## src/rtl/fwagc_pkg.sv

```systemverilog
package fwagc_pkg;

    // Configuration register indexes
    typedef enum logic [1:0] {
        REG_WINDOW_LENGTH   = 2'd0,
        REG_REFERENCE_LEVEL = 2'd1,
        REG_ENVELOPE_FLOOR  = 2'd2
    } cfg_index_t;

    localparam int CFG_IDX_WIDTH  = 2;
    localparam int CFG_DATA_WIDTH = 16;
    localparam int WL_WIDTH       = 7;
    localparam int LEVEL_WIDTH    = 16;

    localparam logic [WL_WIDTH-1:0]    WL_RESET    = 7'd16;
    localparam logic [LEVEL_WIDTH-1:0] REF_RESET   = 16'd16384;
    localparam logic [LEVEL_WIDTH-1:0] FLOOR_RESET = 16'd1;

    // Envelope weight of the smaller magnitude, 0.4 in Q0.15
    localparam int ENV_COEF_WIDTH = 14;
    localparam logic [ENV_COEF_WIDTH-1:0] ENV_COEF = 14'd13107;
    localparam int ENV_SHIFT = 15;

    typedef struct packed {
        logic [WL_WIDTH-1:0]    window_length;
        logic [LEVEL_WIDTH-1:0] reference_level;
        logic [LEVEL_WIDTH-1:0] envelope_floor;
    } agc_cfg_t;

    typedef enum logic [1:0] {
        F_IDLE,
        F_SCAN,
        F_DRAIN,
        F_PUSH
    } front_state_t;

    typedef enum logic [1:0] {
        B_IDLE,
        B_MUL,
        B_DIV,
        B_HOLD
    } back_state_t;

endpackage

```

## src/rtl/fwagc_ifs.sv

```systemverilog
interface fwagc_in_if #(parameter int SAMPLE_WIDTH = 16);
    logic                           valid;
    logic                           ready;
    logic signed [SAMPLE_WIDTH-1:0] sample_i;
    logic signed [SAMPLE_WIDTH-1:0] sample_q;

    modport source (output valid, output sample_i, output sample_q, input ready);
    modport sink   (input valid, input sample_i, input sample_q, output ready);
endinterface

interface fwagc_out_if #(parameter int SAMPLE_WIDTH = 16);
    logic                           valid;
    logic                           ready;
    logic signed [SAMPLE_WIDTH-1:0] out_i;
    logic signed [SAMPLE_WIDTH-1:0] out_q;

    modport source (output valid, output out_i, output out_q, input ready);
    modport sink   (input valid, input out_i, input out_q, output ready);
endinterface

```

## src/rtl/fwagc_front.sv

```systemverilog
module fwagc_front #(
    parameter int MAX_WINDOW   = 64,
    parameter int SAMPLE_WIDTH = 16,
    parameter int PEAK_WIDTH   = 17
) (
    input  logic                        clk,
    input  logic                        rst_n,
    input  fwagc_pkg::agc_cfg_t         cfg,
    fwagc_in_if.sink                    sample_in,
    output logic                        push_valid,
    input  logic                        push_ready,
    output logic [SAMPLE_WIDTH-1:0]     push_i,
    output logic [SAMPLE_WIDTH-1:0]     push_q,
    output logic [PEAK_WIDTH-1:0]       push_peak
);
    import fwagc_pkg::*;

    localparam int AW  = (MAX_WINDOW > 1) ? $clog2(MAX_WINDOW) : 1;
    localparam int LW  = $clog2(MAX_WINDOW + 1);
    localparam int EW  = SAMPLE_WIDTH + 1;
    localparam int PW  = SAMPLE_WIDTH + ENV_COEF_WIDTH;

    front_state_t state_reg, state_next;

    logic [AW-1:0]   wr_reg;
    logic [LW-1:0]   k_reg;
    logic [LW-1:0]   len;
    logic [MAX_WINDOW-1:0] vld_reg;

    logic [2*SAMPLE_WIDTH-1:0] smp_mem [MAX_WINDOW];
    logic [EW-1:0]             env_mem [MAX_WINDOW];

    logic [EW-1:0]             env_rd_reg;
    logic                      env_ok_reg;
    logic                      rd_live_reg;
    logic [2*SAMPLE_WIDTH-1:0] smp_rd_reg;
    logic                      smp_ok_reg;
    logic [PEAK_WIDTH-1:0]     peak_reg;

    logic [SAMPLE_WIDTH-1:0] mag_i, mag_q, hi, lo;
    logic [PW-1:0]           lo_prod;
    logic [EW-1:0]           env_new;
    logic [AW-1:0]           env_addr, old_addr;
    logic [PEAK_WIDTH-1:0]   floor1;
    logic                    accept;

    // Step back from the write position, modulo the store depth
    function automatic logic [AW-1:0] wrap_back(input logic [AW-1:0] pos,
                                                input logic [LW-1:0] off);
        logic [AW+1:0] t;
        t = (AW+2)'(pos) + (AW+2)'(MAX_WINDOW) - (AW+2)'(off);
        if (t >= (AW+2)'(MAX_WINDOW))
            t = t - (AW+2)'(MAX_WINDOW);
        return t[AW-1:0];
    endfunction

    // Clamp the window length to the range one to the store depth
    always_comb
    begin
        if (cfg.window_length == '0)
            len = LW'(1);
        else if (int'(cfg.window_length) > MAX_WINDOW)
            len = LW'(MAX_WINDOW);
        else
            len = LW'(cfg.window_length);
    end

    assign floor1 = (cfg.envelope_floor == '0) ? PEAK_WIDTH'(1)
                                               : PEAK_WIDTH'(cfg.envelope_floor);

    // Envelope: max plus 0.4 times min of the magnitudes
    always_comb
    begin
        mag_i   = sample_in.sample_i[SAMPLE_WIDTH-1] ? SAMPLE_WIDTH'(-sample_in.sample_i)
                                                     : SAMPLE_WIDTH'(sample_in.sample_i);
        mag_q   = sample_in.sample_q[SAMPLE_WIDTH-1] ? SAMPLE_WIDTH'(-sample_in.sample_q)
                                                     : SAMPLE_WIDTH'(sample_in.sample_q);
        hi      = (mag_i > mag_q) ? mag_i : mag_q;
        lo      = (mag_i > mag_q) ? mag_q : mag_i;
        lo_prod = PW'(lo) * PW'(ENV_COEF);
        env_new = EW'(hi) + EW'(lo_prod >> ENV_SHIFT);
    end

    assign sample_in.ready = (state_reg == F_IDLE);
    assign accept          = sample_in.valid && sample_in.ready;
    assign env_addr        = wrap_back(wr_reg, k_reg);
    assign old_addr        = wrap_back(wr_reg, len - LW'(1));

    // Store the new sample and read the window back
    always_ff @(posedge clk)
    begin
        if (accept)
        begin
            smp_mem[wr_reg] <= {sample_in.sample_i, sample_in.sample_q};
            env_mem[wr_reg] <= env_new;
        end
        env_rd_reg <= env_mem[env_addr];
        smp_rd_reg <= smp_mem[old_addr];
    end

    always_ff @(posedge clk or negedge rst_n)
    begin
        if (!rst_n)
            state_reg <= F_IDLE;
        else
            state_reg <= state_next;
    end

    always_comb
    begin
        state_next = state_reg;
        unique case (state_reg)
            F_IDLE:  if (accept) state_next = F_SCAN;
            F_SCAN:  if (k_reg == len - LW'(1)) state_next = F_DRAIN;
            F_DRAIN: state_next = F_PUSH;
            F_PUSH:  if (push_ready) state_next = F_IDLE;
            default: state_next = F_IDLE;
        endcase
    end

    // Scan counter, write pointer, valid bits, running peak
    always_ff @(posedge clk or negedge rst_n)
    begin
        if (!rst_n)
        begin
            wr_reg      <= '0;
            k_reg       <= '0;
            vld_reg     <= '0;
            rd_live_reg <= 1'b0;
            env_ok_reg  <= 1'b0;
            smp_ok_reg  <= 1'b0;
            peak_reg    <= '0;
        end
        else
        begin
            rd_live_reg <= (state_reg == F_SCAN);
            env_ok_reg  <= vld_reg[env_addr];
            if (state_reg == F_SCAN && k_reg == '0)
                smp_ok_reg <= vld_reg[old_addr];
            if (accept)
            begin
                vld_reg[wr_reg] <= 1'b1;
                k_reg           <= '0;
                peak_reg        <= floor1;
            end
            else if (state_reg == F_SCAN)
                k_reg <= k_reg + LW'(1);
            if (rd_live_reg && env_ok_reg && PEAK_WIDTH'(env_rd_reg) > peak_reg)
                peak_reg <= PEAK_WIDTH'(env_rd_reg);
            if (state_reg == F_PUSH && push_ready)
                wr_reg <= (int'(wr_reg) == MAX_WINDOW - 1) ? '0 : wr_reg + AW'(1);
        end
    end

    assign push_valid = (state_reg == F_PUSH);
    assign push_i     = smp_ok_reg ? smp_rd_reg[2*SAMPLE_WIDTH-1:SAMPLE_WIDTH] : '0;
    assign push_q     = smp_ok_reg ? smp_rd_reg[SAMPLE_WIDTH-1:0] : '0;
    assign push_peak  = peak_reg;

endmodule

```

## src/rtl/fwagc_queue.sv

```systemverilog
module fwagc_queue #(
    parameter int WIDTH = 49
) (
    input  logic             clk,
    input  logic             rst_n,
    input  logic             wr_valid,
    output logic             wr_ready,
    input  logic [WIDTH-1:0] wr_data,
    output logic             rd_valid,
    input  logic             rd_ready,
    output logic [WIDTH-1:0] rd_data
);
    // Two-entry queue
    logic [WIDTH-1:0] mem_reg [2];
    logic             wp_reg, rp_reg;
    logic [1:0]       cnt_reg;
    logic             do_wr, do_rd;

    assign wr_ready = (cnt_reg != 2'd2);
    assign rd_valid = (cnt_reg != 2'd0);
    assign rd_data  = mem_reg[rp_reg];
    assign do_wr    = wr_valid && wr_ready;
    assign do_rd    = rd_valid && rd_ready;

    always_ff @(posedge clk)
    begin
        if (do_wr)
            mem_reg[wp_reg] <= wr_data;
    end

    always_ff @(posedge clk or negedge rst_n)
    begin
        if (!rst_n)
        begin
            wp_reg  <= 1'b0;
            rp_reg  <= 1'b0;
            cnt_reg <= 2'd0;
        end
        else
        begin
            if (do_wr) wp_reg <= ~wp_reg;
            if (do_rd) rp_reg <= ~rp_reg;
            cnt_reg <= cnt_reg + 2'(do_wr) - 2'(do_rd);
        end
    end

endmodule

```

## src/rtl/fwagc_back.sv

```systemverilog
module fwagc_back #(
    parameter int SAMPLE_WIDTH = 16,
    parameter int PEAK_WIDTH   = 17
) (
    input  logic                        clk,
    input  logic                        rst_n,
    input  logic [fwagc_pkg::LEVEL_WIDTH-1:0] reference_level,
    input  logic                        pop_valid,
    output logic                        pop_ready,
    input  logic [SAMPLE_WIDTH-1:0]     pop_i,
    input  logic [SAMPLE_WIDTH-1:0]     pop_q,
    input  logic [PEAK_WIDTH-1:0]       pop_peak,
    fwagc_out_if.source                 result_out
);
    import fwagc_pkg::*;

    localparam int NW = SAMPLE_WIDTH + LEVEL_WIDTH;
    localparam int CW = $clog2(NW + 1);
    localparam int RW = PEAK_WIDTH + 1;
    localparam logic [NW-1:0] MAXP = NW'((1 << (SAMPLE_WIDTH - 1)) - 1);

    back_state_t state_reg, state_next;

    logic [SAMPLE_WIDTH-1:0] part_i_reg, part_q_reg;
    logic [PEAK_WIDTH-1:0]   div_reg;
    logic                    neg_i_reg, neg_q_reg;
    logic [NW-1:0]           num_i_reg, num_q_reg;
    logic [RW-1:0]           rem_i_reg, rem_q_reg;
    logic [CW-1:0]           cnt_reg;
    logic [SAMPLE_WIDTH-1:0] out_i_reg, out_q_reg;
    logic                    out_vld_reg;

    logic [SAMPLE_WIDTH-1:0] mag_i, mag_q;
    logic [RW-1:0]           sh_i, sh_q;
    logic                    ge_i, ge_q;
    logic                    load_out;

    // Saturate a quotient magnitude with its sign
    function automatic logic [SAMPLE_WIDTH-1:0] sat(input logic [NW-1:0] q,
                                                    input logic neg);
        logic [SAMPLE_WIDTH-1:0] r;
        if (neg)
            r = (q > MAXP + NW'(1)) ? {1'b1, {(SAMPLE_WIDTH-1){1'b0}}}
                                    : SAMPLE_WIDTH'(-q);
        else
            r = (q > MAXP) ? MAXP[SAMPLE_WIDTH-1:0] : q[SAMPLE_WIDTH-1:0];
        return r;
    endfunction

    assign mag_i = part_i_reg[SAMPLE_WIDTH-1] ? -part_i_reg : part_i_reg;
    assign mag_q = part_q_reg[SAMPLE_WIDTH-1] ? -part_q_reg : part_q_reg;

    // One restoring division step for both parts
    always_comb
    begin
        sh_i = {rem_i_reg[RW-2:0], num_i_reg[NW-1]};
        sh_q = {rem_q_reg[RW-2:0], num_q_reg[NW-1]};
        ge_i = (sh_i >= RW'(div_reg));
        ge_q = (sh_q >= RW'(div_reg));
    end

    assign pop_ready = (state_reg == B_IDLE);
    assign load_out  = (state_reg == B_HOLD) && (!out_vld_reg || result_out.ready);

    always_ff @(posedge clk or negedge rst_n)
    begin
        if (!rst_n)
            state_reg <= B_IDLE;
        else
            state_reg <= state_next;
    end

    always_comb
    begin
        state_next = state_reg;
        unique case (state_reg)
            B_IDLE:  if (pop_valid) state_next = B_MUL;
            B_MUL:   state_next = B_DIV;
            B_DIV:   if (cnt_reg == CW'(NW - 1)) state_next = B_HOLD;
            B_HOLD:  if (load_out) state_next = B_IDLE;
            default: state_next = B_IDLE;
        endcase
    end

    // Datapath: load, multiply, shift-subtract, saturate into the output register
    always_ff @(posedge clk)
    begin
        unique case (state_reg)
            B_IDLE:
            begin
                part_i_reg <= pop_i;
                part_q_reg <= pop_q;
                div_reg    <= pop_peak;
            end
            B_MUL:
            begin
                num_i_reg <= NW'(mag_i) * NW'(reference_level);
                num_q_reg <= NW'(mag_q) * NW'(reference_level);
                neg_i_reg <= part_i_reg[SAMPLE_WIDTH-1];
                neg_q_reg <= part_q_reg[SAMPLE_WIDTH-1];
                rem_i_reg <= '0;
                rem_q_reg <= '0;
                cnt_reg   <= '0;
            end
            B_DIV:
            begin
                rem_i_reg <= ge_i ? sh_i - RW'(div_reg) : sh_i;
                rem_q_reg <= ge_q ? sh_q - RW'(div_reg) : sh_q;
                num_i_reg <= {num_i_reg[NW-2:0], ge_i};
                num_q_reg <= {num_q_reg[NW-2:0], ge_q};
                cnt_reg   <= cnt_reg + CW'(1);
            end
            B_HOLD:
            begin
                if (load_out)
                begin
                    out_i_reg <= sat(num_i_reg, neg_i_reg);
                    out_q_reg <= sat(num_q_reg, neg_q_reg);
                end
            end
            default: ;
        endcase
    end

    // Output register valid
    always_ff @(posedge clk or negedge rst_n)
    begin
        if (!rst_n)
            out_vld_reg <= 1'b0;
        else if (load_out)
            out_vld_reg <= 1'b1;
        else if (result_out.ready)
            out_vld_reg <= 1'b0;
    end

    assign result_out.valid = out_vld_reg;
    assign result_out.out_i = out_i_reg;
    assign result_out.out_q = out_q_reg;

endmodule

```

## src/rtl/feedforward_window_agc.sv

```systemverilog
// Feedforward AGC over a sliding window of complex samples. Each accepted sample is
// stored with its envelope, max(|I|,|Q|) + 0.4*min(|I|,|Q|); the block then scans the
// newest window_length envelopes one per cycle (single read port of the envelope store),
// takes the peak (at least envelope_floor) and emits the sample written window_length-1
// items earlier times reference_level / peak, truncated and saturated. The front takes
// a new item only once it has pushed the last one to the queue; the back's bit-serial
// divider takes one only once the last result is loaded into its output register, and
// a two-entry queue lets the two overlap. The delay store reads as zero until written
// after reset, with no clearing pass.
module feedforward_window_agc #(
    parameter int MAX_WINDOW   = 64,
    parameter int SAMPLE_WIDTH = 16
) (
    input  logic                                 clk,
    input  logic                                 rst_n,
    input  logic                                 cfg_we,
    input  logic [fwagc_pkg::CFG_IDX_WIDTH-1:0]  cfg_idx,
    input  logic [fwagc_pkg::CFG_DATA_WIDTH-1:0] cfg_data,
    fwagc_in_if.sink                             sample_in,
    fwagc_out_if.source                          result_out
);
    import fwagc_pkg::*;

    localparam int PEAK_WIDTH = (SAMPLE_WIDTH + 1 > LEVEL_WIDTH) ? SAMPLE_WIDTH + 1
                                                                 : LEVEL_WIDTH;
    localparam int QW = 2 * SAMPLE_WIDTH + PEAK_WIDTH;

    agc_cfg_t cfg_reg;

    logic                    f_valid, f_ready, b_valid, b_ready;
    logic [SAMPLE_WIDTH-1:0] f_i, f_q;
    logic [PEAK_WIDTH-1:0]   f_peak;
    logic [QW-1:0]           b_data;

    // Configuration registers
    always_ff @(posedge clk or negedge rst_n)
    begin
        if (!rst_n)
        begin
            cfg_reg.window_length   <= WL_RESET;
            cfg_reg.reference_level <= REF_RESET;
            cfg_reg.envelope_floor  <= FLOOR_RESET;
        end
        else if (cfg_we)
        begin
            case (cfg_idx)
                REG_WINDOW_LENGTH:   cfg_reg.window_length   <= cfg_data[WL_WIDTH-1:0];
                REG_REFERENCE_LEVEL: cfg_reg.reference_level <= cfg_data;
                REG_ENVELOPE_FLOOR:  cfg_reg.envelope_floor  <= cfg_data;
                default: ;
            endcase
        end
    end

    fwagc_front #(
        .MAX_WINDOW   (MAX_WINDOW),
        .SAMPLE_WIDTH (SAMPLE_WIDTH),
        .PEAK_WIDTH   (PEAK_WIDTH)
    ) u_front (
        .clk        (clk),
        .rst_n      (rst_n),
        .cfg        (cfg_reg),
        .sample_in  (sample_in),
        .push_valid (f_valid),
        .push_ready (f_ready),
        .push_i     (f_i),
        .push_q     (f_q),
        .push_peak  (f_peak)
    );

    fwagc_queue #(
        .WIDTH (QW)
    ) u_queue (
        .clk      (clk),
        .rst_n    (rst_n),
        .wr_valid (f_valid),
        .wr_ready (f_ready),
        .wr_data  ({f_i, f_q, f_peak}),
        .rd_valid (b_valid),
        .rd_ready (b_ready),
        .rd_data  (b_data)
    );

    fwagc_back #(
        .SAMPLE_WIDTH (SAMPLE_WIDTH),
        .PEAK_WIDTH   (PEAK_WIDTH)
    ) u_back (
        .clk             (clk),
        .rst_n           (rst_n),
        .reference_level (cfg_reg.reference_level),
        .pop_valid       (b_valid),
        .pop_ready       (b_ready),
        .pop_i           (b_data[QW-1 -: SAMPLE_WIDTH]),
        .pop_q           (b_data[PEAK_WIDTH +: SAMPLE_WIDTH]),
        .pop_peak        (b_data[PEAK_WIDTH-1:0]),
        .result_out      (result_out)
    );

endmodule
```

## src/flat_wrapper.sv

```systemverilog
// flat-port wrapper written by rule: the top's interface ports become plain ports
module feedforward_window_agc_flat import fwagc_pkg::*;
#(
    parameter int MAX_WINDOW   = 64,
    parameter int SAMPLE_WIDTH = 16
)
  (clk, rst_n, cfg_we, cfg_idx, cfg_data, sample_in_valid, sample_in_sample_i, sample_in_sample_q, sample_in_ready, result_out_valid, result_out_out_i, result_out_out_q, result_out_ready);
  fwagc_in_if #(.SAMPLE_WIDTH(SAMPLE_WIDTH)) sample_in_i ();
  fwagc_out_if #(.SAMPLE_WIDTH(SAMPLE_WIDTH)) result_out_i ();
  input  logic clk;
  input  logic rst_n;
  input  logic cfg_we;
  input  logic [fwagc_pkg::CFG_IDX_WIDTH-1:0] cfg_idx;
  input  logic [fwagc_pkg::CFG_DATA_WIDTH-1:0] cfg_data;
  input wire logic [$bits(sample_in_i.valid)-1:0] sample_in_valid;
  input wire logic [$bits(sample_in_i.sample_i)-1:0] sample_in_sample_i;
  input wire logic [$bits(sample_in_i.sample_q)-1:0] sample_in_sample_q;
  output wire logic [$bits(sample_in_i.ready)-1:0] sample_in_ready;
  output wire logic [$bits(result_out_i.valid)-1:0] result_out_valid;
  output wire logic [$bits(result_out_i.out_i)-1:0] result_out_out_i;
  output wire logic [$bits(result_out_i.out_q)-1:0] result_out_out_q;
  input wire logic [$bits(result_out_i.ready)-1:0] result_out_ready;
  assign sample_in_i.valid = sample_in_valid;
  assign sample_in_i.sample_i = sample_in_sample_i;
  assign sample_in_i.sample_q = sample_in_sample_q;
  assign sample_in_ready = sample_in_i.ready;
  assign result_out_valid = result_out_i.valid;
  assign result_out_out_i = result_out_i.out_i;
  assign result_out_out_q = result_out_i.out_q;
  assign result_out_i.ready = result_out_ready;
  feedforward_window_agc #(.MAX_WINDOW(MAX_WINDOW), .SAMPLE_WIDTH(SAMPLE_WIDTH)) u_core (.clk(clk), .rst_n(rst_n), .cfg_we(cfg_we), .cfg_idx(cfg_idx), .cfg_data(cfg_data), .sample_in(sample_in_i), .result_out(result_out_i));
endmodule
```

## config.mk

```make
export PLATFORM = sky130hd
export DESIGN_NAME = feedforward_window_agc_flat
export DESIGN_NICKNAME = d
export VERILOG_FILES = /design/src/rtl/fwagc_pkg.sv /design/src/rtl/fwagc_ifs.sv /design/src/rtl/fwagc_front.sv /design/src/rtl/fwagc_queue.sv /design/src/rtl/fwagc_back.sv /design/src/rtl/feedforward_window_agc.sv /design/src/flat_wrapper.sv
export SDC_FILE = /design/constraint.sdc
export NUM_CORES = 2
export LEC_CHECK = 0
export ABC_AREA = 1
export BUFFER_PORTS_ARGS = -buffer_cell sky130_fd_sc_hd__buf_2
export CORE_MARGIN = 2
export CORE_UTILIZATION = 55
export CTS_BUF_LIST = sky130_fd_sc_hd__clkbuf_8
export DETAILED_ROUTE_END_ITERATION = 10
export PLACE_DENSITY_LB_ADDON = 0.25
export SETUP_SLACK_MARGIN = 0.5
export SYNTH_ARGS = -nofsm -noshare
export SYNTH_HDL_FRONTEND = slang
export SYNTH_SLANG_ARGS = --single-unit
```

## constraint.sdc

```tcl
create_clock -name clk -period 9.68 [get_ports clk]
set_input_delay 0.484 -clock clk [delete_from_list [all_inputs] [get_ports clk]]
set_output_delay 0.484 -clock clk [all_outputs]
set_load 0.02 [all_outputs]
```

==> flow_summary.html <==
<table>
<tr><th>Metric</th><th>Value</th></tr>
<tr><th colspan="2">Clocking</th></tr>
<tr><td>Master cell of the clock root buffer</td><td>clkbuf_8</td></tr>
<tr><td>Clock slew at the register clock pins of the worst setup and hold paths</td><td>0.06 ns</td></tr>
<tr><td>Sinks on the clock net</td><td>3615</td></tr>
<tr><td>H-Tree Level Count</td><td>6</td></tr>
<tr><td>Clock Latency Late Sink</td><td>1.22 ns</td></tr>
<tr><td>Total clock buffers created by CTS</td><td>584</td></tr>
<tr><td>Clock Path Buffers</td><td>4</td></tr>
<tr><td>CTS tree</td><td>done</td></tr>
<tr><th colspan="2">Floorplanning</th></tr>
<tr><td>Initial Utilization</td><td>0.552</td></tr>
<tr><td>I/O pin count</td><td>89</td></tr>
<tr><td>Die height</td><td>555 um</td></tr>
<tr><td>X dimension of the die</td><td>555 um</td></tr>
<tr><td>Core region area</td><td>303000 um2</td></tr>
<tr><td>Std cell rows</td><td>202</td></tr>
<tr><td>Total die area</td><td>308000 um2</td></tr>
<tr><th colspan="2">Timing</th></tr>
<tr><td>Number of max-slew violations in the final report</td><td>0</td></tr>
<tr><td>Total count of hold-check failures in the final report</td><td>0</td></tr>
<tr><td>Final Critical Period</td><td>8.90 ns</td></tr>
<tr><td>Share of the cycle needed by the critical path after routing</td><td>0.919</td></tr>
<tr><td>Transition at the pin with the smallest max-transition slack</td><td>1.34 ns</td></tr>
<tr><td>Max Clk Rate</td><td>112 MHz</td></tr>
<tr><td>Clock Skew</td><td>0.101 ns</td></tr>
<tr><td>Worst hold-check slack</td><td>0.108 ns</td></tr>
<tr><td>Rel. slew slack</td><td>0.0943</td></tr>
<tr><td>Setup-violating endpoint count in the final report</td><td>0</td></tr>
<tr><td>Setup repair after global routing missed its margin</td><td>true</td></tr>
<tr><th colspan="2">Route</th></tr>
<tr><td>Post-route DRC violation count</td><td>0</td></tr>
<tr><td>Wire length reported by the detailed router</td><td>506000 um</td></tr>
<tr><td>DR vias</td><td>118k</td></tr>
<tr><td>Detail-routed net length per standard cell</td><td>26.6 um</td></tr>
<tr><td>Antenna viol nets, final</td><td>0</td></tr>
<tr><td>Vias/cell</td><td>6.20</td></tr>
<tr><td>Total iterations of the first detailed-routing run</td><td>7</td></tr>
<tr><td>1st-iter DRT viols</td><td>17.8k</td></tr>
<tr><th colspan="2">Cells and area</th></tr>
<tr><td>Number of flip-flops in the largest register</td><td>2048</td></tr>
<tr><td>Net total in the final layout</td><td>15.5k</td></tr>
<tr><td>Fraction of layout instances using a drive strength above 1</td><td>0.117</td></tr>
<tr><td>Synthesis-to-layout area growth</td><td>11.9%</td></tr>
<tr><th colspan="2">Setup path</th></tr>
<tr><td>Required time reported for the critical path endpoint</td><td>10.56 ns</td></tr>
<tr><td>Crit path max fanout</td><td>16</td></tr>
<tr><td>Kind of end point of the critical path</td><td>flop</td></tr>
<tr><td>Kind of launch point of the worst setup path</td><td>input port</td></tr>
<tr><td>Longest individual stage delay on the worst path</td><td>0.52 ns</td></tr>
<tr><td>WS Path Type</td><td>in2reg</td></tr>
<tr><td>Minimum setup slack among reg-to-reg paths</td><td>1.23 ns</td></tr>
<tr><td>Critical Path AT</td><td>9.78 ns</td></tr>
<tr><td>Slowest cell on crit path</td><td>fa_1</td></tr>
<tr><th colspan="2">GRT</th></tr>
<tr><td>GRT Total Usage</td><td>0.321</td></tr>
<tr><td>Number of antenna violations at the first check in global routing</td><td>19</td></tr>
<tr><td>Number of global-route vias before repair</td><td>112k</td></tr>
<tr><td>Pin count of the biggest net entering global routing</td><td>206</td></tr>
<tr><td>Global-route wire length before repair</td><td>732000 um</td></tr>
<tr><td>Remaining global-route overflow</td><td>0</td></tr>
<tr><th colspan="2">Yosys</th></tr>
<tr><td>Cell variety after synth</td><td>65</td></tr>
<tr><td>Post-synthesis instance total</td><td>14.1k</td></tr>
<tr><td>Post-synth top flop</td><td>edfxtp_1</td></tr>
<tr><td>Asr flop ratio synth</td><td>0.0401</td></tr>
<tr><td>Total of warnings raised by yosys</td><td>0</td></tr>
<tr><td>Mean instance size in the synthesized netlist</td><td>11.8 um2</td></tr>
<tr><td>Net count of the mapped netlist</td><td>15.1k</td></tr>
<tr><td>Number of synthesized register bits</td><td>3615</td></tr>
<tr><td>Mapped cell area</td><td>167000 um2</td></tr>
<tr><td>Share of the yosys chip area belonging to registers</td><td>0.643</td></tr>
<tr><td>Number of enable-type register cells in the synthesized netlist</td><td>3421</td></tr>
<tr><th colspan="2">Placement</th></tr>
<tr><td>Quantity of I/O buffers inserted on ports</td><td>88</td></tr>
<tr><td>Placer congestion estimate</td><td>0.913</td></tr>
<tr><td>Post-detailed-placement half-perimeter wirelength</td><td>286000 um</td></tr>
<tr><th colspan="2">Hold path</th></tr>
<tr><td>Type of the tightest min-delay check</td><td>in2reg</td></tr>
<tr><th colspan="2">Status</th></tr>
<tr><td>Result of the run</td><td>finished, final reports clean</td></tr>
<tr><th colspan="2">Run</th></tr>
<tr><td>Number of violations of the max-capacitance limit</td><td>0</td></tr>
</table>
==> cells by family (layout without fill, tap and decap cells) <==
kind of cell	after synthesis	in the layout	share of synthesized area
and+or+nand+nor	4051	4054	0.0966
DFF	3615	3615	0.643
AOI/OAI and AO/OA	3508	3508	0.120
buffers and inverters	1886	2784	0.0425
adders and majority gates	899	899	0.0879
xor gates and xnor gates	142	142	0.00745
muxes	36	36	0.00240
other	0	13	0
==> cells in the mapped netlist, types with 5 or more instances <==
cell type  instances  area [um2]
buf_1             57         214
a31oi_1          122         763
inv_1           1010        3790
clkinv_1           7        26.3
a211oi_1          22         165
nor2_2             6        37.5
xor2_1            99         867
o21ai_0         1926        9640
xnor2_1           43         377
fa_1             458        9170
ha_1             441        5520
mux2_2            32         360
o21a_1            12        90.1
o221ai_1         414        3630
nor3_1            53         265
buf_2             13        65.1
clkbuf_1         788        2960
o22ai_1          450        2820
o31ai_1           10        75.1
edfxtp_1        3421      103000
a21oi_1          481        2410
nor4_1            21         131
inv_2             10        37.5
nand3b_1           5        37.5
nand2_2           12        75.1
nand3_1          338        1690
o21ai_1           19        95.1
nand2_1         1541        5780
nor2_1          1968        7390
o21bai_1           5        37.5
a21o_1             7        52.6
o211ai_1          11        82.6
nand4_1           16         100
dfxtp_1           49         981
or2_2             73         457
dfrtp_1          142        3550
==> final timing paths <==
path | from | end | cells after the start
worst min-delay path | sample_in_sample_i[10] | u_core.u_front.smp_mem[61][26] | 2
worst max register to register | u_core.u_back.part_i_reg[0] | u_core.u_back.num_i_reg[28] | 38
worst max-delay path | sample_in_sample_i[1] | u_core.u_front.env_mem[14][14] | 51
max in group asynchronous | rst_n | u_core.u_front.wr_reg[2] | 5
min in group asynchronous | rst_n | u_core.cfg_reg[0] | 3
worst min register to register | u_core.u_front.vld_reg[52] | u_core.u_front.vld_reg[52] | 2
==> worst max-delay path: cells and delay by family <==
| kind | cells | cell delay, ns |
|---|---|---|
| xor+xnor | 4 | 0.53 |
| buf+inv | 9 | 0.98 |
| simple gates | 15 | 2.17 |
| compound gates | 13 | 1.92 |
| fa+ha+maj | 10 | 3.67 |
==> through the flow <==
| stage | instances | worst slack [ns] | cell area (um2) | setup TNS [ns] | util |
|---|---|---|---|---|---|
| final | 19000 | 0.781 | 187000 | 0 | 0.618 |
| after global routing | 19000 | 0.322 | 187000 | 0 | 0.618 |
| after CTS | 19000 | 0.542 | 186000 | 0 | 0.615 |
| after detailed placement | 17900 | -0.772 | 175000 | -175.87 | 0.578 |
| after global placement | 17900 | -0.631 | 175000 | -128.98 | 0.578 |
| after floorplan | 14100 | -0.126 | 167000 | -24.06 | - |
==> layout by cell type, fill, tap and decap left out, types with 112 or more instances in the layout <==
| master | instances |
|---|---|
| a21oi_1 | 456 |
| dfrtp_1 | 141 |
| o221ai_1 | 414 |
| clkinv_1 | 112 |
| buf_4 | 525 |
| nand3_1 | 338 |
| fa_1 | 455 |
| clkbuf_8 | 608 |
| nor2_1 | 1886 |
| a31oi_1 | 120 |
| o21ai_0 | 1902 |
| ha_1 | 421 |
| edfxtp_1 | 3421 |
| o22ai_1 | 450 |
| inv_1 | 1220 |
| nand2_1 | 1524 |
==> metal layers <==
| metal | routed length, um | GRT usage | vias up | share of wire |
|---|---|---|---|---|
| li1 | - | - | 51500 | - |
| met1 | 195000 | 0.448 | 58100 | 0.38 |
| met2 | 229000 | 0.497 | 7290 | 0.45 |
| met3 | 58900 | 0.0598 | 1210 | 0.12 |
| met4 | 22800 | 0.137 | 18 | 0.045 |
| met5 | 152 | 0 | - | 0.00030 |
==> repair_timing <==
item / CTS / global route
setup endpoints to repair: 45 / 430
pin swaps: 1 / 62
setup buffers: 0 / 12
cloned: 1 / 10
endpoints found under the hold margin: 973 / 0
resized for setup: 0 / 111
hold buffers: 43 / 0
==> final cells by class <==
type	instances	area [um2]
fillers	23400	116000
well taps	3978	4980
diodes	13	32.5
multi-input cells	8639	54200
inverters	1027	3910
repair buffers	707	5840
flip-flops and latches	3615	107000
clock inverters	442	2300
clock buffers	608	8370
Power is not shown: default switching activity piles up to over one toggle a cycle in this logic, so the estimate is an artifact.
